==> src/rtl/core/bcd_pkg.sv <==
`default_nettype none

package bcd_pkg;

  localparam int CNT_W       = 13;
  localparam int ADDR_W      = 5;
  localparam int DATA_W      = 32;
  localparam int QUEUE_DEPTH = 4;
  localparam int QPTR_W      = 2;

  localparam logic [CNT_W-1:0] CNT_MAX = {CNT_W{1'b1}};

  // Register map, one 32-bit word per register.
  typedef enum logic [2:0] {
    REG_DIFF_THR  = 3'd0,
    REG_COUNT_THR = 3'd1,
    REG_BLOCK_SZ  = 3'd2,
    REG_WIDTH_BLK = 3'd3,
    REG_HEIGHT_BLK = 3'd4
  } cfg_reg_t;

  localparam logic [7:0]       RST_DIFF_THR   = 8'd20;
  localparam logic [CNT_W-1:0] RST_COUNT_THR  = 13'd64;
  localparam logic [6:0]       RST_BLOCK_SZ   = 7'd8;
  localparam logic [8:0]       RST_WIDTH_BLK  = 9'd80;
  localparam logic [8:0]       RST_HEIGHT_BLK = 9'd60;

  // Effective settings, already clamped to legal ranges; geometry is stored
  // as "limit minus one" so that last-position checks are plain compares.
  typedef struct packed {
    logic [7:0]       diff_thr;
    logic [CNT_W-1:0] count_thr;
    logic [5:0]       bs_m1;
    logic [7:0]       wb_m1;
    logic [7:0]       hb_m1;
  } cfg_t;

  // One classified pixel on its way from the front to the counting stage.
  typedef struct packed {
    logic [7:0] col;
    logic [7:0] row;
    logic       first;
    logic       inc;
    logic       emit;
    logic       frame_done;
  } item_t;

endpackage

`default_nettype wire

==> src/rtl/core/bcd_queue.sv <==
`default_nettype none

module bcd_queue (
  input  logic           clk,
  input  logic           rst_n,
  input  logic           push,
  input  bcd_pkg::item_t push_item,
  output logic           full,
  input  logic           pop,
  output logic           head_valid,
  output bcd_pkg::item_t head_item
);
  import bcd_pkg::*;

  item_t            slots_r [QUEUE_DEPTH];
  logic [QPTR_W-1:0] wr_ptr_r, rd_ptr_r;
  logic [QPTR_W:0]   count_r;

  assign full       = count_r == (QPTR_W+1)'(QUEUE_DEPTH);
  assign head_valid = count_r != '0;
  assign head_item  = slots_r[rd_ptr_r];

  always_ff @(posedge clk) begin
    if (push) begin
      slots_r[wr_ptr_r] <= push_item;
    end
  end

  always_ff @(posedge clk) begin
    if (!rst_n) begin
      wr_ptr_r <= '0;
      rd_ptr_r <= '0;
      count_r  <= '0;
    end else begin
      if (push) begin
        wr_ptr_r <= wr_ptr_r + QPTR_W'(1);
      end
      if (pop) begin
        rd_ptr_r <= rd_ptr_r + QPTR_W'(1);
      end
      case ({push, pop})
        2'b10:   count_r <= count_r + (QPTR_W+1)'(1);
        2'b01:   count_r <= count_r - (QPTR_W+1)'(1);
        default: count_r <= count_r;
      endcase
    end
  end

endmodule

`default_nettype wire

==> config.mk <==
export PLATFORM = sky130hd
export DESIGN_NAME = bcd_queue
export DESIGN_NICKNAME = d
export VERILOG_FILES = /design/src/rtl/core/bcd_pkg.sv /design/src/rtl/core/bcd_queue.sv
export SDC_FILE = /design/constraint.sdc
export NUM_CORES = 1
export LEC_CHECK = 0
export BUFFER_PORTS_ARGS = -buffer_cell sky130_fd_sc_hd__buf_4
export CAP_MARGIN = 10
export CORE_UTILIZATION = 25
export DETAILED_ROUTE_END_ITERATION = 10
export PLACE_DENSITY_LB_ADDON = 0.3
export SYNTH_ARGS = -nofsm -noshare
export SYNTH_HDL_FRONTEND = slang
export SYNTH_SLANG_ARGS = --single-unit
==> constraint.sdc <==
create_clock -name clk -period 2.05 [get_ports clk]
set_input_delay 0.205 -clock clk [delete_from_list [all_inputs] [get_ports clk]]
set_output_delay 0.205 -clock clk [all_outputs]
set_load 0.02 [all_outputs]
==> results list <==
- The flow ran to the end, and the final reports show no timing, DRC or antenna violations.
- The largest total area in the synthesized netlist belongs to edfxtp_1.
- Syn Area/Cell: 22.25 um^2
- For this run, the post-layout net count is 238.
- The clock arrives with 0.004103 ns of skew.
- Clock Path Buffers: 2
* Endpoint kind of the worst setup timing path: primary output
* Critical path arrival: 1.62 ns
- Floorplan die height: 117.5 um
- The smallest clock period supported by the final layout is computed as 1.822 ns.
* Worst-case register-to-register setup slack: 0.47 ns
* Vias: 1543
- Htree depth: 3
* Slew Viols, Final: 0
- For this design, the sink count on the clock tree is 89.
- For this run, asynchronously set or reset flops after synthesis account for 0%.
- Sequential-to-total area share from yosys stat: 77.39%
* Largest voltage drop on the vdd net: 0.3544 mV
- In the post-synthesis netlist, the biggest area contributors are edfxtp_1 72%, mux4_2 13%, dfxtp_1 5.4%.
* Post-CTS repair timing setup buffer count: 0
- Antenna diode count: 0
- Cells with a size suffix above 1 make up 40.85% of the layout.
- Input and output buffers added on the ports amount to 45.
- Summing all multi-input logic gate instances after layout gives 699.4 um^2.
- The first global-routing pass estimated 8997 um of wire.
* Standard cell core area: 12820 um^2
- TritonCTS built the clock tree.
- Headroom to the max-slew limit came out at 77.62%.
- Final worst-path cycle share: 88.86%
- In the final layout, flip-flops and latches occupy 2584 um^2.
- Total of flip-flops plus latches after synthesis: 89
- Iteration-0 DRC count of the detailed router: 106
* Antenna-violating nets left: 0
* Number of warnings issued by yosys: 0
- After filler insertion, the fill cell instance count of the layout stands at 1263.
- After routing, the total negative slack on setup checks comes to 0 ns.
- Once the floorplan was initialized, standard cells occupied 26.02% of the core.
- The critical path in this run is classified as register to primary output.
* Detail-routed net length per standard cell: 14.66 um
- Number of standard cells after synthesis: 150
* Reg-to-reg critical path endpoint: count_r[2]$_SDFFE_PN0P_
- The initial antenna violation count came to 0.
- The floorplan step defined a die boundary enclosing 13810 um^2.
- Number of buffers inserted for hold repair after clock tree synthesis: 0
* Number of distinct standard cells referenced by the synthesized netlist: 18
- Including well taps, the total number of placed cells is 369.
- Power density of the placed cells: 977.7 nW/um^2
- Number of setup violations in the final report: 0
* Maximum clock frequency: 549.0 MHz
- Setup repair after global routing left no endpoint under its margin.
- After clock tree synthesis, the clock-pin slew on the worst setup and hold paths is 0.06 ns.
- Total clock buffers created by CTS: 9
- Count of non-filler cells in the finished layout: 385
* WP data required: 1.85 ns
- Using the TritonRoute via totals, the vias-per-cell ratio works out to 4.008.
* Area overhead of the layout relative to synthesis: 25.50%
- The initialized floorplan defines 41 standard-cell rows.
- Summed over its instances, the top area cell type makes up 71.99% of the synthesized netlist area.
* Vias in the first global route: 1679
* Die width: 117.5 um
* Beginning of the worst register-to-register path: count_r[0]$_SDFFE_PN0P_
- Synthesized netlist net count: 180
- The mapped netlist covers 3337 um^2.
- The first detailed-routing pass took 4 iterations.
- In this run the worst setup path terminates at head_item[12].
- Critical Path Source Type: register
- Crit path max fanout: 20
* Number of top-level pins: 46
- Hold/Removal Path Class: primary input to register
- Worst-Skew Late Latency: 0.33 ns
- Max-cap violations in this run came to 0.
- Final routed wirelength across all metal layers: 5646 um
- At the pin with the least slew margin, the transition time is 0.3357 ns.
- Among all flip-flop cells after synthesis, the most frequent one is edfxtp_1.
- In this run, post-CTS repair resized a total of 0 instances.
* Number of synthesized flops with an enable pin: 80
- Buffer type at the clock tree root: clkbuf_16
- Remaining routing DRC violations: 0
- For this run, the total global-route usage over all layers was measured as 8.944%.
- Pin count of the biggest net entering global routing: 21
- Final hold violations: 0
- For the worst flop-to-flop path, the logic depth is 5.
* Remaining Overflow, GRT: 0
- Final estimated routing congestion in global placement: 0.6060
- Static Leak: 1.429 nW
where the power goes:
group	internal [W]	leakage [nW]	switching, W
registers	0.00208	0.809	0.0000273
clock network	0.000817	0.129	0.000655
logic	0.000249	0.491	0.000269
total	0.00314	1.43	0.000951
final cells by class:
type	count	area share (%)
Clock buffer	9	5.378
Clock inverter	7	1.105
Multi-Input combinational cell	51	16.70
Timing Repair Buffer	51	9.441
Tap cell	172	5.139
Inverter	6	0.5378
Sequential cell	89	61.70
flip-flops by register name, indices dropped and copies added, names as in the netlist, named ones only:
signal	count
slots_r	80
count_r	3
rd_ptr_r	2
wr_ptr_r	2
synth_stat cells (3+ instances only):
library cell	number
mux4_2	20
inv_1	6
and2_1	10
xor2_1	3
ha_1	5
edfxtp_1	80
dfxtp_1	9
per-layer routing:
metal / vias up / track usage [%] / wire (um) / part of all wire, %
met3: 9 / 4.070 / 316 / 5.6
li1: 715 / - / - / -
met1: 788 / 10.13 / 2367 / 42
met5: - / 0 / 0 / 0
met2: 31 / 14.53 / 2857 / 51
met4: 0 / 3.846 / 104 / 1.8
kinds of logic after synthesis:
family	synth area share (%)
compound gates	0.5250
buf+inv	1.650
fa+ha+maj	2.475
flops	77.39
mux	13.80
xor+xnor	1.313
simple gates	2.850
how the worst min path moves through the flow:
stage	slack (ns)	startpoint	endpoint	depth (start not counted)
final	0.07	push_item[16]	slots_r[0][16]$_DFFE_PP_	1
after global routing	0.05	push_item[16]	slots_r[0][16]$_DFFE_PP_	1
after CTS	0.05	push_item[13]	slots_r[0][13]$_DFFE_PP_	1
after detailed placement	0.41	push_item[9]	slots_r[0][9]$_DFFE_PP_	1
after global placement	0.41	push_item[6]	slots_r[2][6]$_DFFE_PP_	1
after floorplan	0.30	push_item[0]	slots_r[0][0]$_DFFE_PP_	0
placed cells by master, fill, tap and decap left out, drive strengths merged:
| master | instances |
|---|---|
| and3 | 1 |
| edfxtp | 80 |
| ha | 5 |
| nor2b | 1 |
| and2 | 10 |
| xor2 | 3 |
| clkinvlp | 2 |
| o21ai | 2 |
| inv | 7 |
| xnor2 | 2 |
| clkinv | 4 |
| or3 | 2 |
| mux2i | 1 |
| dfxtp | 9 |
| buf | 51 |
| clkbuf | 9 |
| nand2 | 2 |
| a21boi | 1 |
| mux4 | 20 |
| fa | 1 |
per-stage QoR:
stage | total power [W] | worst slack, ns | utilization [%] | hold slack (ns) | area [um^2]
2_1_floorplan | 0.002449 | 0.5607 | - | 0.3039 | 3337
3_3_place_gp | 0.002673 | 0.3670 | 30.54 | 0.4091 | 3916
3_5_place_dp | 0.002678 | 0.3001 | 30.54 | 0.4122 | 3916
4_1_cts | 0.004165 | 0.1720 | 32.65 | 0.05443 | 4188
5_1_grt | 0.004265 | 0.1384 | 32.65 | 0.05297 | 4188
6_report | 0.004094 | 0.2284 | 32.65 | 0.06857 | 4188
critical path, stage by stage, from the launching register on:
cell	delay (ns)
dfxtp_2	0.34
buf_12	0.21
mux4_2	0.55
buf_4	0.18
(Power assumes the default switching activity.)
