$ cat src/rtl/core/bcd_pkg.sv
`default_nettype none

package bcd_pkg;

  localparam int CNT_W       = 13;
  localparam int ADDR_W      = 5;
  localparam int DATA_W      = 32;
  localparam int QUEUE_DEPTH = 4;
  localparam int QPTR_W      = 2;

  localparam logic [CNT_W-1:0] CNT_MAX = {CNT_W{1'b1}};

  // Register map, one 32-bit word per register.
  typedef enum logic [2:0] {
    REG_DIFF_THR  = 3'd0,
    REG_COUNT_THR = 3'd1,
    REG_BLOCK_SZ  = 3'd2,
    REG_WIDTH_BLK = 3'd3,
    REG_HEIGHT_BLK = 3'd4
  } cfg_reg_t;

  localparam logic [7:0]       RST_DIFF_THR   = 8'd20;
  localparam logic [CNT_W-1:0] RST_COUNT_THR  = 13'd64;
  localparam logic [6:0]       RST_BLOCK_SZ   = 7'd8;
  localparam logic [8:0]       RST_WIDTH_BLK  = 9'd80;
  localparam logic [8:0]       RST_HEIGHT_BLK = 9'd60;

  // Effective settings, already clamped to legal ranges; geometry is stored
  // as "limit minus one" so that last-position checks are plain compares.
  typedef struct packed {
    logic [7:0]       diff_thr;
    logic [CNT_W-1:0] count_thr;
    logic [5:0]       bs_m1;
    logic [7:0]       wb_m1;
    logic [7:0]       hb_m1;
  } cfg_t;

  // One classified pixel on its way from the front to the counting stage.
  typedef struct packed {
    logic [7:0] col;
    logic [7:0] row;
    logic       first;
    logic       inc;
    logic       emit;
    logic       frame_done;
  } item_t;

endpackage

`default_nettype wire

$ cat src/rtl/core/bcd_regs.sv
`default_nettype none

module bcd_regs #(
  parameter int MAX_BLOCK_COLS = 256,
  parameter int MAX_BLOCK_SIZE = 64
) (
  input  logic                        clk,
  input  logic                        rst_n,
  input  logic                        psel,
  input  logic                        penable,
  input  logic                        pwrite,
  input  logic [bcd_pkg::ADDR_W-1:0]  paddr,
  input  logic [bcd_pkg::DATA_W-1:0]  pwdata,
  output logic [bcd_pkg::DATA_W-1:0]  prdata,
  output logic                        pready,
  output bcd_pkg::cfg_t               cfg
);
  import bcd_pkg::*;

  localparam int LIM_BS = (MAX_BLOCK_SIZE < 64) ? MAX_BLOCK_SIZE : 64;
  localparam int LIM_W  = (MAX_BLOCK_COLS < 256) ? MAX_BLOCK_COLS : 256;

  logic [7:0]       diff_thr_r;
  logic [CNT_W-1:0] count_thr_r;
  logic [6:0]       block_sz_r;
  logic [8:0]       width_blk_r;
  logic [8:0]       height_blk_r;
  logic             wr_en;
  cfg_reg_t         sel;

  assign pready = 1'b1;
  assign sel    = cfg_reg_t'(paddr[4:2]);
  assign wr_en  = psel && penable && pwrite && pready;

  always_ff @(posedge clk) begin
    if (!rst_n) begin
      diff_thr_r   <= RST_DIFF_THR;
      count_thr_r  <= RST_COUNT_THR;
      block_sz_r   <= RST_BLOCK_SZ;
      width_blk_r  <= RST_WIDTH_BLK;
      height_blk_r <= RST_HEIGHT_BLK;
    end else if (wr_en) begin
      case (sel)
        REG_DIFF_THR:   diff_thr_r   <= pwdata[7:0];
        REG_COUNT_THR:  count_thr_r  <= pwdata[CNT_W-1:0];
        REG_BLOCK_SZ:   block_sz_r   <= pwdata[6:0];
        REG_WIDTH_BLK:  width_blk_r  <= pwdata[8:0];
        REG_HEIGHT_BLK: height_blk_r <= pwdata[8:0];
        default: ;
      endcase
    end
  end

  always_comb begin
    case (sel)
      REG_DIFF_THR:   prdata = {{(DATA_W-8){1'b0}}, diff_thr_r};
      REG_COUNT_THR:  prdata = {{(DATA_W-CNT_W){1'b0}}, count_thr_r};
      REG_BLOCK_SZ:   prdata = {{(DATA_W-7){1'b0}}, block_sz_r};
      REG_WIDTH_BLK:  prdata = {{(DATA_W-9){1'b0}}, width_blk_r};
      REG_HEIGHT_BLK: prdata = {{(DATA_W-9){1'b0}}, height_blk_r};
      default:        prdata = '0;
    endcase
  end

  // Zero is treated as one and values above the limit as the limit.
  always_comb begin
    cfg.diff_thr  = diff_thr_r;
    cfg.count_thr = count_thr_r;

    if (block_sz_r == 7'd0) begin
      cfg.bs_m1 = 6'd0;
    end else if (block_sz_r > 7'(LIM_BS)) begin
      cfg.bs_m1 = 6'(LIM_BS - 1);
    end else begin
      cfg.bs_m1 = 6'(block_sz_r - 7'd1);
    end

    if (width_blk_r == 9'd0) begin
      cfg.wb_m1 = 8'd0;
    end else if (width_blk_r > 9'(LIM_W)) begin
      cfg.wb_m1 = 8'(LIM_W - 1);
    end else begin
      cfg.wb_m1 = 8'(width_blk_r - 9'd1);
    end

    if (height_blk_r == 9'd0) begin
      cfg.hb_m1 = 8'd0;
    end else if (height_blk_r > 9'd256) begin
      cfg.hb_m1 = 8'd255;
    end else begin
      cfg.hb_m1 = 8'(height_blk_r - 9'd1);
    end
  end

endmodule

`default_nettype wire

$ cat config.mk
export PLATFORM = sky130hd
export DESIGN_NAME = bcd_regs
export DESIGN_NICKNAME = d
export VERILOG_FILES = /design/src/rtl/core/bcd_pkg.sv /design/src/rtl/core/bcd_regs.sv
export SDC_FILE = /design/constraint.sdc
export NUM_CORES = 1
export LEC_CHECK = 0
export ABC_AREA = 1
export BUFFER_PORTS_ARGS = -buffer_cell sky130_fd_sc_hd__buf_2
export CELL_PAD_IN_SITES_DETAIL_PLACEMENT = 1
export CELL_PAD_IN_SITES_GLOBAL_PLACEMENT = 1
export CORE_MARGIN = 2
export CORE_UTILIZATION = 33
export CTS_BUF_LIST = sky130_fd_sc_hd__clkbuf_2 sky130_fd_sc_hd__clkbuf_4 sky130_fd_sc_hd__clkbuf_8
export DETAILED_ROUTE_END_ITERATION = 8
export PLACE_DENSITY = 0.8
export SYNTH_ARGS = -nofsm -noshare
export SYNTH_HDL_FRONTEND = slang
export SYNTH_SLANG_ARGS = --single-unit
$ cat constraint.sdc
create_clock -name clk -period 1.45 [get_ports clk]
set_input_delay 0.145 -clock clk [delete_from_list [all_inputs] [get_ports clk]]
set_output_delay 0.145 -clock clk [all_outputs]
set_load 0.1 [all_outputs]
==> results.yml <==
power:
  power_switching_w: 0.00125
  p_leak_nw: 2.28
  power.internal_w: 0.00194
  p_seq_share_pct: 40.2
  pwr-share-clk_pct: 26.6
  netSwitchingFraction_pct: 39.1
  p_per_area_mw_per_mm2: 630
  finalPower_w: 0.00319
  vdd_drop_max_v: 0.000534
  pwr-share-comb_pct: 33.3
outcome:
  violations: "setup timing"
  status: "finished, violations left"
sta:
  rsz0062_at_grt: "true"
  period_share_pct: 127
  fin_tns_setup_ps: -8200
  drv_slew: 0
  fmax_mhz: 542
  setup_viol: 28
  fin_ws_ps: -396
  hold_viol_final: 0
  skew_ps: 0
  finalCriticalPeriod_ps: 1850
synthesis:
  async_flop_share_pct: 0
  ys_seq_area_share_pct: 33.4
  synth_flop_cell: "dfxtp_1"
  synth_edf_count: 0
  yosysTopAreaCellShare_pct: 33.4
  synth_cell_types: 31
  synthesis.area_mm2: 0.00275
  syn_inst: 419
  synth.avg_cell_area_um2: 6.57
  synth-seq-cells: 46
  synth.largest_area_cell: "dfxtp_1"
  synth.area.top_cells: "dfxtp_1 (33%), nor2_1 (12%), nand2_1 (10%)"
  ys_warn_count: 0
clocking:
  clockRootBuffer: "clkbuf_8"
  numCtsBuffers: 5
  htree_levels: 2
  clock-sinks: 46
  clk_latency_ps: 300
  cts_tree: "yes"
  clk_path_buf_depth: 2
  clk_pin_slew_worst_paths_ps: 90
  cts_hold_buf: 0
finish:
  drive_gt1_share_pct: 55.4
  post-route-cell-area_mm2: 0.00507
  design.final.nets: 607
  instances_no_fill: 665
  area_delta_synth_final_pct: 84.0
  fin_util_pct: 62.3
  n_antenna_cell: 0
drt:
  drt-total-wl_um: 12600
  antenna_left: 0
  drc: 0
  drt_iter0_drc: 149
  num_vias: 3434
  firstDrtPassIters: 4
  wl_per_cell_um: 19.0
  routed_via_density: 5.16
placement:
  dp_cells: 648
  routabilityCongestion: 0.814
  hpwlAfterDp_um: 8660
  place_area_mm2: 0.00460
  port-buffer-count: 76
worst_setup_path:
  cp.arrival_ps: 1700
  required_ps: 1310
  worstSetupStartpointType: "flop"
  endpoint_kind: "primary output"
  r2r_slack_ps: 510
  crit_type: "flop to primary output"
  path_max_fanout: 5
run:
  cap_violations: 0
grt:
  grt_pass1_wl_um: 18600
  grt_max_degree: 18
  antenna_found_initial: 0
  overflow: 0
  grt_pass1_vias: 3585
  grt_use_total_pct: 27.1
floorplan:
  ios: 118
  initial_core_util_pct: 33.9
  die_w_um: 95.4
  die_y_um: 95.4
  core_area_mm2: 0.00813
  rows: 33
  dieArea_mm2: 0.00909
hold_path:
  hold_class: "input pin to flop"
path summary, 6_finish.rpt:
| kind | startpoint | to | depth (start not counted) |
|---|---|---|---|
| max | width_blk_r[0] | cfg[12] | 8 |
| min | pwdata[10] | count_thr_r[10] | 3 |
| max reg2reg | height_blk_r[6] | height_blk_r[6] | 3 |
| min reg2reg | count_thr_r[6] | count_thr_r[6] | 2 |
power groups by stage:
| stage | logic (W) | registers (W) | clock network [W] |
|---|---|---|---|
| floorplan | 0.000674 | 0.00137 | 0 |
| global placement | 0.000977 | 0.00132 | 0 |
| detailed placement | 0.000997 | 0.00132 | 0 |
| CTS | 0.00103 | 0.00129 | 0.000840 |
| global route | 0.00109 | 0.00128 | 0.000888 |
| finish | 0.00106 | 0.00128 | 0.000848 |
cells in the mapped netlist (all sizes together) (4+ instances only):
master	instances
nand4	6
xnor2	4
nand2	75
nor2	101
inv	47
clkbuf	4
buf	24
nand3	14
o22ai	6
a21oi	19
o21ai	54
xor2	5
dfxtp	46
ha	6
cell type report:
type,count,area [µm²]
Clock buffer,8,91.3
Inverter,47,218
Tap cell,105,131
Multi-Input combinational cell,316,2110
Timing Repair Buffer,143,1520
Sequential cell,46,991
Fill cell,968,3070
stage by stage:
stage | hold slack, ps | worst slack (ps)
after floorplan | 271 | -394
after global placement | 374 | -58.1
after detailed placement | 379 | -138
after CTS | 58.9 | -377
after global routing | 69.3 | -444
final | 59.2 | -396
registers in the layout (all words and copies together), names as in the netlist:
register      cells
height_blk_r      9
diff_thr_r        8
block_sz_r        7
count_thr_r      13
width_blk_r       9
layer usage:
metal,up-vias,track usage (%),part of all wire [%]
met3,37,3.79,4.4
met4,0,10.1,4.0
met5,-,0,0
met2,123,53.0,55
li1,1581,-,-
met1,1693,29.1,37
critical path, cell delays in order, from the launching register on:
cell,delay (ps)
dfxtp_4,370
inv_6,60
ha_4,140
nand3_4,70
buf_6,130
o21ai_4,200
buf_8,180
a21oi_4,70
buf_12,170
placed cells by master (no fill, tap or decap), types with 3 or more instances in the layout:
cell	instances
a21oi_1	10
inv_4	8
inv_1	21
a21oi_4	9
conb_1	20
buf_2	41
nand2_1	58
nand3_4	3
o22ai_4	5
clkbuf_8	5
dfxtp_1	8
buf_4	50
ha_4	3
nand3_1	9
dfxtp_4	9
inv_2	13
dfxtp_2	29
nor2_1	62
clkbuf_4	3
clkinvlp_4	3
nor2_2	22
buf_12	40
o21ai_0	40
nor2_4	16
buf_6	11
o21ai_4	9
nand4_1	6
nand2_2	15
xnor2_1	4
xor2_1	4
o21ai_1	4
what timing repair did:
action / 4_1_cts / 5_1_grt
pin swaps: 31 / 26
buffers inserted: 7 / 4
gates resized for setup: 73 / 27
setup endpoints to repair: 31 / 31
cell families (layout without fill, tap and decap cells):
family                   Yosys count  count (layout)  share of synthesized area [%]
XOR/XNOR                           9               9                           2.86
buffers and inverters             75             198                           14.0
AO/OA/AOI/OAI                     83              83                           15.8
adder cells (fa/ha/maj)            6               6                           2.73
AND/OR/NAND/NOR                  198             198                           30.9
flip-flops                        46              46                           33.4
other                              2              20                          0.273
Power figures use the tool's default switching activity.
