`src/rtl/core/bcd_pkg.sv`:
```
`default_nettype none

package bcd_pkg;

  localparam int CNT_W       = 13;
  localparam int ADDR_W      = 5;
  localparam int DATA_W      = 32;
  localparam int QUEUE_DEPTH = 4;
  localparam int QPTR_W      = 2;

  localparam logic [CNT_W-1:0] CNT_MAX = {CNT_W{1'b1}};

  // Register map, one 32-bit word per register.
  typedef enum logic [2:0] {
    REG_DIFF_THR  = 3'd0,
    REG_COUNT_THR = 3'd1,
    REG_BLOCK_SZ  = 3'd2,
    REG_WIDTH_BLK = 3'd3,
    REG_HEIGHT_BLK = 3'd4
  } cfg_reg_t;

  localparam logic [7:0]       RST_DIFF_THR   = 8'd20;
  localparam logic [CNT_W-1:0] RST_COUNT_THR  = 13'd64;
  localparam logic [6:0]       RST_BLOCK_SZ   = 7'd8;
  localparam logic [8:0]       RST_WIDTH_BLK  = 9'd80;
  localparam logic [8:0]       RST_HEIGHT_BLK = 9'd60;

  // Effective settings, already clamped to legal ranges; geometry is stored
  // as "limit minus one" so that last-position checks are plain compares.
  typedef struct packed {
    logic [7:0]       diff_thr;
    logic [CNT_W-1:0] count_thr;
    logic [5:0]       bs_m1;
    logic [7:0]       wb_m1;
    logic [7:0]       hb_m1;
  } cfg_t;

  // One classified pixel on its way from the front to the counting stage.
  typedef struct packed {
    logic [7:0] col;
    logic [7:0] row;
    logic       first;
    logic       inc;
    logic       emit;
    logic       frame_done;
  } item_t;

endpackage

`default_nettype wire

```
`src/rtl/core/bcd_if.sv`:
```
`default_nettype none

interface bcd_in_if;
  logic       valid;
  logic       ready;
  logic [7:0] new_pixel;
  logic [7:0] background_pixel;
  logic       frame_start;

  modport source (output valid, new_pixel, background_pixel, frame_start, input ready);
  modport sink   (input valid, new_pixel, background_pixel, frame_start, output ready);
endinterface


`default_nettype wire

```
`src/rtl/core/bcd_front.sv`:
```
`default_nettype none

module bcd_front (
  input  logic          clk,
  input  logic          rst_n,
  bcd_in_if.sink        in_ch,
  input  bcd_pkg::cfg_t cfg,
  input  logic          q_full,
  output logic          push,
  output bcd_pkg::item_t item
);
  import bcd_pkg::*;

  logic [5:0] x_r, x_nxt, x_cur;
  logic [5:0] y_r, y_nxt, y_cur;
  logic [7:0] col_r, col_nxt, col_cur;
  logic [7:0] row_r, row_nxt, row_cur;
  logic [7:0] diff;
  logic       last_x, last_y, last_col, last_row;

  assign in_ch.ready = !q_full;
  assign push        = in_ch.valid && in_ch.ready;

  always_comb begin
    // A frame start moves the position back to the first pixel before use.
    x_cur   = in_ch.frame_start ? 6'd0 : x_r;
    y_cur   = in_ch.frame_start ? 6'd0 : y_r;
    col_cur = in_ch.frame_start ? 8'd0 : col_r;
    row_cur = in_ch.frame_start ? 8'd0 : row_r;

    diff = (in_ch.new_pixel >= in_ch.background_pixel)
         ? in_ch.new_pixel - in_ch.background_pixel
         : in_ch.background_pixel - in_ch.new_pixel;

    last_x   = x_cur >= cfg.bs_m1;
    last_y   = y_cur >= cfg.bs_m1;
    last_col = col_cur >= cfg.wb_m1;
    last_row = row_cur >= cfg.hb_m1;

    item.col        = col_cur;
    item.row        = row_cur;
    item.first      = (x_cur == 6'd0) && (y_cur == 6'd0);
    item.inc        = diff >= cfg.diff_thr;
    item.emit       = last_x && last_y;
    item.frame_done = last_col && last_row;

    x_nxt   = x_cur;
    y_nxt   = y_cur;
    col_nxt = col_cur;
    row_nxt = row_cur;
    if (!last_x) begin
      x_nxt = x_cur + 6'd1;
    end else begin
      x_nxt = 6'd0;
      if (!last_col) begin
        col_nxt = col_cur + 8'd1;
      end else begin
        col_nxt = 8'd0;
        if (!last_y) begin
          y_nxt = y_cur + 6'd1;
        end else begin
          y_nxt   = 6'd0;
          row_nxt = last_row ? 8'd0 : row_cur + 8'd1;
        end
      end
    end
  end

  always_ff @(posedge clk) begin
    if (!rst_n) begin
      x_r   <= '0;
      y_r   <= '0;
      col_r <= '0;
      row_r <= '0;
    end else if (push) begin
      x_r   <= x_nxt;
      y_r   <= y_nxt;
      col_r <= col_nxt;
      row_r <= row_nxt;
    end
  end

endmodule

`default_nettype wire

```
`src/flat_wrapper.sv`:
```
// flat-port wrapper written by rule: the top's interface ports become plain ports
module bcd_front_flat import bcd_pkg::*;
  (clk, rst_n, cfg, q_full, push, item, in_ch_valid, in_ch_new_pixel, in_ch_background_pixel, in_ch_frame_start, in_ch_ready);
  bcd_in_if in_ch_i ();
  input  logic clk;
  input  logic rst_n;
  input  bcd_pkg::cfg_t cfg;
  input  logic q_full;
  output logic push;
  output bcd_pkg::item_t item;
  input wire logic [$bits(in_ch_i.valid)-1:0] in_ch_valid;
  input wire logic [$bits(in_ch_i.new_pixel)-1:0] in_ch_new_pixel;
  input wire logic [$bits(in_ch_i.background_pixel)-1:0] in_ch_background_pixel;
  input wire logic [$bits(in_ch_i.frame_start)-1:0] in_ch_frame_start;
  output wire logic [$bits(in_ch_i.ready)-1:0] in_ch_ready;
  assign in_ch_i.valid = in_ch_valid;
  assign in_ch_i.new_pixel = in_ch_new_pixel;
  assign in_ch_i.background_pixel = in_ch_background_pixel;
  assign in_ch_i.frame_start = in_ch_frame_start;
  assign in_ch_ready = in_ch_i.ready;
  bcd_front u_core (.clk(clk), .rst_n(rst_n), .in_ch(in_ch_i), .cfg(cfg), .q_full(q_full), .push(push), .item(item));
endmodule
```
`config.mk`:
```
export PLATFORM = sky130hd
export DESIGN_NAME = bcd_front_flat
export DESIGN_NICKNAME = d
export VERILOG_FILES = /design/src/rtl/core/bcd_pkg.sv /design/src/rtl/core/bcd_if.sv /design/src/rtl/core/bcd_front.sv /design/src/flat_wrapper.sv
export SDC_FILE = /design/constraint.sdc
export NUM_CORES = 1
export LEC_CHECK = 0
export BUFFER_PORTS_ARGS = -buffer_cell sky130_fd_sc_hd__buf_2
export CORE_ASPECT_RATIO = 1.25
export CORE_UTILIZATION = 59
export CTS_CLUSTER_SIZE = 14
export DETAILED_ROUTE_END_ITERATION = 10
export PLACE_DENSITY_LB_ADDON = 0.05
export SLEW_MARGIN = 0
export SYNTH_ARGS = -nofsm -noshare
export SYNTH_HDL_FRONTEND = slang
export SYNTH_SLANG_ARGS = --single-unit
```
`constraint.sdc`:
```
create_clock -name clk -period 9.7 [get_ports clk]
set_clock_uncertainty 0.05 [all_clocks]
set_input_delay 1.455 -clock clk [delete_from_list [all_inputs] [get_ports clk]]
set_output_delay 1.455 -clock clk [all_outputs]
set_load 0.05 [all_outputs]
```
==> impl_metrics.json, run 1 <==
{
  "drc_errors": 0,
  "ys_seq_area_share_pct": 16.8,
  "vdd_ir_drop_max_v": 0.0000626,
  "p_per_area_mw_per_mm2": 79.1,
  "placed_cells": 565,
  "cts_max_level": 1,
  "start_kind": "input pin",
  "critPathKind": "in2out",
  "rows": 30,
  "layout-drive-gt1-share_pct": 16.2,
  "fillers": 485,
  "clk-insertion-delay-late_ns": 0.28,
  "multi_input_area_mm2": 0.00247,
  "slew_headroom_pct": 44.3,
  "finalSetupViolCount": 0,
  "start_util_pct": 61.3,
  "n_antenna_cell": 0,
  "vias": 3349,
  "synth_fp_nets": 569,
  "yosys.area.top_type": "ha_1",
  "die_x_um": 69.3,
  "regArea_um2": 561,
  "hp-start": "u_core.x_r[4]$_SDFFE_PN0P_",
  "hold_path.class": "reg2reg",
  "synth_area_per_cell_um2": 7.48,
  "synth_common_cells": "57 x ha_1, 57 x inv_1, 31 x nand2_1, 28 x dfxtp_1, 27 x a21oi_1",
  "cts_tree": "built",
  "fin_crit_ns": 6.32,
  "postCtsHoldBufs": 0,
  "cts-buffers-inserted": 3,
  "rr_worst_depth": 9,
  "synth_area_leaders": "ha_1 21%, dfxtp_1 17%, inv_1 6.4%",
  "drt_iter0_drc": 241,
  "maxSlewViolCount": 0,
  "cts_sinks": 28,
  "antenna_found_initial": 0,
  "clock_tree.buffer_depth": 2,
  "holdWs_ns": 0.405,
  "area_growth_pct": 13.0,
  "gp_congestion": 0.791,
  "hpwl_mm": 6.01,
  "port_buffers": 72,
  "vias_per_cell": 5.89,
  "cp_slowest_cell": "a211o_1",
  "synth_edf_count": 0,
  "synth_top_area_share_pct": 21.4,
  "grt_max_degree": 38,
  "placed_cell_area_mm2": 0.00372,
  "p_leak_nw": 1.95,
  "cap_violations": 0,
  "max_clock_freq_ghz": 0.158,
  "finalNetCount": 629,
  "finalCritPeriodShare_pct": 65.2,
  "regToRegSetupSlack_ns": 6.56,
  "min_to": "u_core.x_r[4]$_SDFFE_PN0P_",
  "cp-end-kind": "output pin",
  "worstMarginPinSlew_ns": 0.833,
  "dr.pass1.iters": 4,
  "fin_tns_setup_ns": 0,
  "grt_pass1_vias": 3099,
  "ios": 86,
  "root_buffer": "clkbuf_8",
  "synthDistinctLibCells": 59,
  "postCtsSetupBuffers": 0,
  "final_cell_area_mm2": 0.00377,
  "final_core_util_pct": 69.3,
  "crit_fanout": 7,
  "synth.cell_area_mm2": 0.00334,
  "syn_inst": 446,
  "core_mm2": 0.00544,
  "synth_ff_type": "dfxtp_1",
  "die_area_mm2": 0.00597,
  "required_ns": 8.20,
  "hold_viol": 0,
  "die_h_um": 86.1,
  "routed_wl_mm": 7.70,
  "r2r_end": "u_core.row_r[6]$_SDFFE_PN0P_",
  "async_reset_ff_share_pct": 0,
  "wl_per_cell_um": 13.5,
  "slowest_delay_ns": 0.39,
  "power.total_mw": 0.298,
  "cp.arrival_ns": 4.82,
  "grt_pass1_wl_mm": 13.1,
  "rsz0062_at_grt": "no",
  "pre_cts_ws_ns": 3.36,
  "post_cts_resized": 0,
  "crit_path_frequent_cell": "a21o_1",
  "ys_ff_latch": 28,
  "grt_util_all_layers_pct": 25.8,
  "grt_overflow": 0,
  "timing.rr.start": "u_core.col_r[2]$_SDFFE_PN0P_",
  "min_path_cells": 2,
  "final_cells": 569,
  "cts.clk_slew.worst_paths_ns": 0.10,
  "ant_nets": 0,
  "path_cells": "buf_2 -> inv_1 -> ha_1 -> inv_1 -> fa_1 -> a21o_1 -> a21oi_1 -> a31oi_1 -> a211o_1 -> mux2_2 -> ha_1 -> a21o_1 -> a21o_1 -> a211o_1 -> a21oi_1 -> o21ai_0 -> buf_2",
  "status": "finished, final reports clean",
  "synth_warnings": 0,
  "layout_setup_ws_ns": 3.38
}
## power by group
| group | internal, mW | leakage, nW | total [mW] | switching, mW |
|---|---|---|---|---|
| logic | 0.0447 | 1.70 | 0.106 | 0.0618 |
| registers | 0.116 | 0.226 | 0.116 | 0.000751 |
| clock network | 0.0365 | 0.0288 | 0.0753 | 0.0388 |
## critical path, delay by kind of cell
family	cells	cell delay, ns
muxes	1	0.33
adders and majority gates	3	0.80
buffers and inverters	4	0.43
AOI/OAI and AO/OA	9	1.80
## final cells by class
cell class                 count  share of cell area (%)
clock buffer                   4                    1.46
inverter                      59                    5.87
multi-input combinational    339                    65.5
sequential                    28                    14.9
tap                           64                    2.12
timing repair buffer          75                    10.2
## placed cells by master, fill, tap and decap left out, types with 6 or more instances in the layout
cell type,instances
buf_2,72
inv_1,57
ha_1,57
nand2_1,31
dfxtp_1,28
a21oi_1,27
nor2_1,21
nor2b_1,20
nand3_1,18
o21ai_0,17
a31oi_1,14
a21o_1,11
nand4_1,11
and3_1,10
or4_1,8
o21a_1,7
o31ai_1,7
mux2i_1,6
## flip-flops by register name (all words and copies together) (netlist names)
name          flops
u_core.col_r      8
u_core.y_r        6
u_core.x_r        6
u_core.row_r      8
## per-layer routing
layer  vias up  track usage (%)  routed length (um)
li1       1718                -                   -
met1      1541             31.0                3420
met2        83             50.0                3940
met3         7             1.76                 273
met4         0             5.19                  72
met5         -                0                   0
## worst max path at each step
stage / from / endpoint / cells after the start
2_1_floorplan: in_ch_new_pixel[0] / item[2] / 16
3_3_place_gp: in_ch_new_pixel[0] / item[2] / 17
3_5_place_dp: in_ch_new_pixel[0] / item[2] / 17
4_1_cts: in_ch_new_pixel[0] / item[2] / 17
5_1_grt: in_ch_new_pixel[0] / item[2] / 17
6_report: in_ch_new_pixel[0] / item[2] / 17
## kinds of logic after synthesis
kind of cell / count (synthesis) / share of synthesized area, %
compound gates: 113 / 22.1
simple gates: 152 / 25.2
xor+xnor: 8 / 2.10
buf+inv: 79 / 9.18
flops: 28 / 16.8
fa+ha+maj: 59 / 22.6
mux: 7 / 2.14
(Power assumes the default switching activity.)
==> run 2, diff against run 1 <==
--- a/config.mk
+++ b/config.mk
@@ -7,7 +7,7 @@
 export LEC_CHECK = 0
 export BUFFER_PORTS_ARGS = -buffer_cell sky130_fd_sc_hd__buf_2
 export CORE_ASPECT_RATIO = 1.25
-export CORE_UTILIZATION = 59
+export CORE_UTILIZATION = 55
 export CTS_CLUSTER_SIZE = 14
 export DETAILED_ROUTE_END_ITERATION = 10
 export PLACE_DENSITY_LB_ADDON = 0.05
==> constraint.sdc (replaced) <==
create_clock -name clk -period 6.1 [get_ports clk]
set_clock_uncertainty 0.05 [all_clocks]
set_input_delay 0.915 -clock clk [delete_from_list [all_inputs] [get_ports clk]]
set_output_delay 0.915 -clock clk [all_outputs]
set_load 0.05 [all_outputs]
==> run 2 against run 1 <==
  * Hold slack improved by 0.0027 ns
  * Count of clock-buffer cells in the layout stayed put
  * Critical path depth stayed put
  * Power grew 58%
  * Setup slack worse by 2.6 ns
  * Core utilization decreased by 4.2 points
  * Via count is 1.9% higher
  * Die area is 7.1% higher
  * Sequential share of layout area decreased by 0.069 points
  * Global-route usage decreased by 0.65 points
  * Critical path type unchanged
  * Largest cell class unchanged
==> impl_metrics.json, run 2 (synthesized netlist as in run 1, its figures left out) <==
{
  "status": "finished, final reports clean",
  "slew_headroom_pct": 55.3,
  "placed_cells": 569,
  "routed_wl_mm": 7.87,
  "port_buffers": 72,
  "crit_path_frequent_cell": "a21o_1",
  "dr.pass1.iters": 4,
  "min_path_cells": 2,
  "grt_pass1_vias": 3219,
  "die_x_um": 71.7,
  "ant_nets": 0,
  "core_mm2": 0.00582,
  "root_buffer": "clkbuf_8",
  "finalNetCount": 631,
  "fillers": 529,
  "critPathTopFamily": "compound AO/OA/AOI/OAI gates",
  "layout-drive-gt1-share_pct": 16.6,
  "cts.clk_slew.worst_paths_ns": 0.10,
  "grt_util_all_layers_pct": 25.2,
  "layout_common_cells": "72 x buf_2, 57 x inv_1, 57 x ha_1, 31 x nand2_1, 28 x dfxtp_1",
  "path_cells": "buf_2 -> inv_1 -> ha_1 -> inv_1 -> fa_1 -> a21o_1 -> a21oi_1 -> a31oi_1 -> a211o_1 -> mux2_2 -> ha_1 -> a21o_1 -> a21o_1 -> a211o_1 -> a21oi_1 -> o21ai_0 -> buf_2",
  "critPathKind": "in2out",
  "finalSetupViolCount": 0,
  "placed_cell_area_mm2": 0.00373,
  "fin_crit_ns": 5.31,
  "cp.arrival_ns": 4.34,
  "drt_iter0_drc": 98,
  "fin_tns_setup_ns": 0,
  "min_to": "u_core.x_r[4]$_SDFFE_PN0P_",
  "rr_worst_depth": 10,
  "final_cell_area_mm2": 0.00379,
  "final_cells": 573,
  "drc_errors": 0,
  "vdd_ir_drop_max_v": 0.0000923,
  "die_h_um": 89.1,
  "clock_tree.buffer_depth": 2,
  "worstMarginPinSlew_ns": 0.671,
  "hold_viol": 0,
  "path_buf_inv": 4,
  "rsz0062_at_grt": "no",
  "cts_sinks": 28,
  "cts_max_level": 1,
  "p_leak_nw": 1.96,
  "holdWs_ns": 0.408,
  "regToRegSetupSlack_ns": 3.18,
  "wl_per_cell_um": 13.7,
  "p_per_area_mw_per_mm2": 124,
  "die_area_mm2": 0.00639,
  "slowest_delay_ns": 0.39,
  "ios": 86,
  "top_regs": "u_core.col_r x8, u_core.row_r x8",
  "hp-start": "u_core.x_r[4]$_SDFFE_PN0P_",
  "postCtsSetupBuffers": 0,
  "antenna_found_initial": 0,
  "crit_fanout": 7,
  "timing.rr.start": "u_core.col_r[2]$_SDFFE_PN0P_",
  "rows": 31,
  "vias_per_cell": 5.96,
  "n_antenna_cell": 0,
  "hpwl_mm": 6.13,
  "cp_slowest_cell": "fa_1",
  "post_cts_resized": 0,
  "grt_overflow": 0,
  "maxSlewViolCount": 0,
  "cts_tree": "built",
  "start_util_pct": 57.4,
  "gp_congestion": 0.876,
  "vias": 3414,
  "cts-buffers-inserted": 3,
  "required_ns": 5.13,
  "cp-end-kind": "output pin",
  "max_clock_freq_ghz": 0.188,
  "postCtsHoldBufs": 0,
  "cap_violations": 0,
  "area_growth_pct": 13.5,
  "r2r_end": "u_core.row_r[6]$_SDFFE_PN0P_",
  "grt_max_degree": 38,
  "finalCritPeriodShare_pct": 87.0,
  "clk-insertion-delay-late_ns": 0.27,
  "grt_pass1_wl_mm": 13.4,
  "hold_path.class": "reg2reg",
  "final_common_cell": "buf_2",
  "start_kind": "input pin"
}
==> run 2: changes by cell type in the layout (fill, tap and decap cells not counted), sizes merged <==
cell | previous run | this run
buf | 75 | 77
==> run 2: worst max path at each step <==
stage               to  cells past startpoint  slack [ns]               start
2_1_floorplan  item[2]                     16        0.73  in_ch_new_pixel[0]
3_3_place_gp   item[2]                     17        0.82  in_ch_new_pixel[0]
3_5_place_dp   item[2]                     17        0.76  in_ch_new_pixel[0]
4_1_cts        item[2]                     17        0.75  in_ch_new_pixel[0]
5_1_grt        item[2]                     17        0.62  in_ch_new_pixel[0]
6_report       item[2]                     17        0.79  in_ch_new_pixel[0]
==> run 2: layout make-up <==
cell class	count	area, um^2	area share (%)
well taps	66	82.6	2.18
repair buffers	77	398	10.5
multi-input cells	339	2470	65.2
inverters	59	221	5.85
clock buffers	4	55.1	1.45
flip-flops and latches	28	561	14.8
==> run 2: report_power, final <==
part | switching, mW | internal (mW) | total (mW)
sequential | 0.00116 | 0.184 | 0.185
combinational | 0.0988 | 0.0715 | 0.170
clock | 0.0578 | 0.0577 | 0.116
total | 0.158 | 0.313 | 0.471
==> run 2: worst min-delay path, cell delays in order (launching register included) <==
cell,delay (ns)
dfxtp_1,0.32
nand2_1,0.05
a21oi_1,0.05
==> run 2: metrics by stage <==
| stage | worst slack, ns | util (%) | total power, mW |
|---|---|---|---|
| detailed placement | 0.762 | 64.2 | 0.361 |
| finish | 0.793 | 65.1 | 0.471 |
| floorplan | 0.729 | - | 0.313 |
| global route | 0.616 | 65.1 | 0.504 |
| CTS | 0.752 | 65.1 | 0.476 |
| global placement | 0.819 | 64.2 | 0.355 |
==> run 2: per-layer routing <==
layer / track usage (%) / part of all wire, % / up-vias
met2: 49.9 / 52 / 100
met5: 0 / 0 / -
li1: - / - / 1718
met3: 1.92 / 3.7 / 9
met1: 28.7 / 44 / 1587
met4: 7.13 / 1.0 / 0
==> run 3, diff against run 2 <==
--- a/config.mk
+++ b/config.mk
@@ -7,7 +7,7 @@
 export LEC_CHECK = 0
 export BUFFER_PORTS_ARGS = -buffer_cell sky130_fd_sc_hd__buf_2
 export CORE_ASPECT_RATIO = 1.25
-export CORE_UTILIZATION = 55
+export CORE_UTILIZATION = 59
 export CTS_CLUSTER_SIZE = 14
 export DETAILED_ROUTE_END_ITERATION = 10
 export PLACE_DENSITY_LB_ADDON = 0.05
==> constraint.sdc (replaced) <==
create_clock -name clk -period 6.85 [get_ports clk]
set_clock_uncertainty 0.05 [all_clocks]
set_input_delay 1.37 -clock clk [delete_from_list [all_inputs] [get_ports clk]]
set_output_delay 1.37 -clock clk [all_outputs]
set_load 0.05 [all_outputs]
==> run 3 against run 2 <==
  * Non-clock buffer count is 1 lower
  * Critical path depth stayed put
  * Power is 4.8% lower
  * Clock power is 15% higher
  * Sequential power is 11% lower
  * Setup slack worse by 0.12 ns
  * Global-route usage is 1.7 points higher
  * First-iteration DRC count is 95% higher
  * Sequential cell count stayed put
  * Die area is 6.6% lower
  * Register-to-register slack better by 0.41 ns
  * Critical endpoint unchanged
  * Largest cell class unchanged
  * Largest power group unchanged
==> impl_metrics.json, run 3 (synthesized netlist as in run 1, its figures left out) <==
{
  "root_buffer": "clkbuf_8",
  "cts_max_level": 1,
  "required_ns": 5.43,
  "grt_pass1_vias": 3142,
  "die_h_um": 86.1,
  "finalNetCount": 630,
  "clock_tree.buffer_depth": 2,
  "p_per_area_mw_per_mm2": 118,
  "vias": 3359,
  "wl_per_cell_um": 13.8,
  "cp-end-kind": "output pin",
  "layout-drive-gt1-share_pct": 16.4,
  "fillers": 480,
  "ios": 86,
  "holdWs_ns": 0.417,
  "grt_pass1_wl_mm": 13.6,
  "path_cells": "buf_2 -> inv_1 -> ha_1 -> inv_1 -> fa_1 -> a21o_1 -> a21oi_1 -> a31oi_1 -> a211o_1 -> mux2_2 -> ha_1 -> a21o_1 -> a21o_1 -> a211o_1 -> a21oi_1 -> o21ai_0 -> buf_2",
  "post_cts_resized": 0,
  "critPathKind": "in2out",
  "min_path_cells": 2,
  "core_mm2": 0.00544,
  "grt_overflow": 0,
  "hold_path.class": "reg2reg",
  "postCtsSetupBuffers": 0,
  "start_kind": "input pin",
  "fin_tns_setup_ns": 0,
  "grt_max_degree": 38,
  "placed_cell_area_mm2": 0.00372,
  "final_cell_area_mm2": 0.00379,
  "cts-buffers-inserted": 3,
  "antenna_found_initial": 0,
  "die_area_mm2": 0.00597,
  "dr.pass1.iters": 4,
  "worstMarginPinSlew_ns": 0.861,
  "layout_setup_ws_ns": 0.675,
  "path_buf_inv": 4,
  "crit_path_frequent_cell": "a21o_1",
  "cp.arrival_ns": 4.75,
  "cp.depth": 17,
  "start_util_pct": 61.3,
  "port_buffers": 72,
  "vdd_ir_drop_max_v": 0.0000895,
  "gp_congestion": 0.790,
  "maxSlewViolCount": 0,
  "rsz0062_at_grt": "no",
  "p_leak_nw": 1.96,
  "final_common_cell": "buf_2",
  "min_to": "u_core.x_r[4]$_SDFFE_PN0P_",
  "cp_slowest_cell": "a211o_1",
  "layout_common_cells": "72 x buf_2, 57 x inv_1, 57 x ha_1, 31 x nand2_1, 28 x dfxtp_1",
  "cts.clk_slew.worst_paths_ns": 0.10,
  "drc_errors": 0,
  "max_clock_freq_ghz": 0.162,
  "routed_wl_mm": 7.86,
  "area_growth_pct": 13.7,
  "clk-insertion-delay-late_ns": 0.28,
  "status": "finished, final reports clean",
  "hp-start": "u_core.x_r[4]$_SDFFE_PN0P_",
  "n_antenna_cell": 0,
  "slew_headroom_pct": 42.5,
  "timing.rr.start": "u_core.col_r[2]$_SDFFE_PN0P_",
  "vias_per_cell": 5.89,
  "die_x_um": 69.3,
  "postCtsHoldBufs": 0,
  "drt_iter0_drc": 191,
  "top_regs": "u_core.col_r x8, u_core.row_r x8",
  "hold_viol": 0,
  "cp-startpoint": "in_ch_new_pixel[0]",
  "r2r_end": "u_core.row_r[6]$_SDFFE_PN0P_",
  "finalSetupViolCount": 0,
  "cap_violations": 0,
  "critPathTopFamily": "compound AO/OA/AOI/OAI gates",
  "finalCritPeriodShare_pct": 90.1,
  "fin_crit_ns": 6.17,
  "pre_cts_ws_ns": 0.688,
  "rows": 30,
  "cts_tree": "built",
  "regToRegSetupSlack_ns": 3.59,
  "cts_sinks": 28,
  "hpwl_mm": 6.21,
  "crit_fanout": 7,
  "grt_util_all_layers_pct": 26.9,
  "slowest_delay_ns": 0.39,
  "rr_worst_depth": 10,
  "ant_nets": 0
}
[run 3: cell types whose count changed in the layout (fill, tap and decap cells not counted)]
cell / change
buf_4: -1
bufinv_16: +1
clkbuf_8: -1
[run 3: how the worst max path moves through the flow]
stage	slack, ns	to
2_1_floorplan	0.57	item[2]
3_3_place_gp	0.71	item[2]
3_5_place_dp	0.69	item[2]
4_1_cts	0.68	item[2]
5_1_grt	0.39	item[2]
6_report	0.68	item[2]
[run 3: worst min-delay path: stages, from the launching register on]
cell	delay (ns)
dfxtp_1	0.32
nand2_1	0.05
a21oi_1	0.05
[run 3: where the power goes]
group / leakage, nW / internal, mW / switching [mW]
Combinational: 1.70 / 0.0632 / 0.0876
Clock: 0.0357 / 0.0783 / 0.0546
Sequential: 0.226 / 0.164 / 0.00101
Total: 1.96 / 0.305 / 0.143
[run 3: per-stage QoR]
| stage | utilization, % | power (mW) | instances |
|---|---|---|---|
| finish | 69.7 | 0.449 | 570 |
| detailed placement | 68.4 | 0.319 | 566 |
| CTS | 69.7 | 0.451 | 570 |
| floorplan | - | 0.279 | 446 |
| global route | 69.7 | 0.477 | 570 |
| global placement | 68.4 | 0.315 | 566 |
[run 3: cell type report]
class	instances	area, um^2	area share, %
clock inverters	1	30.0	0.791
multi-input cells	339	2470	65.1
well taps	64	80.1	2.11
inverters	59	221	5.84
clock buffers	3	41.3	1.09
flip-flops and latches	28	561	14.8
repair buffers	76	390	10.3
[run 3: routing by layer]
metal  track usage (%)  vias to the layer above  wire length, um
met3              2.82                       15              332
met1              32.4                     1535             3330
li1                  -                     1718                -
met5                 0                        -                0
met2              50.0                       91             4050
met4              7.79                        0              153
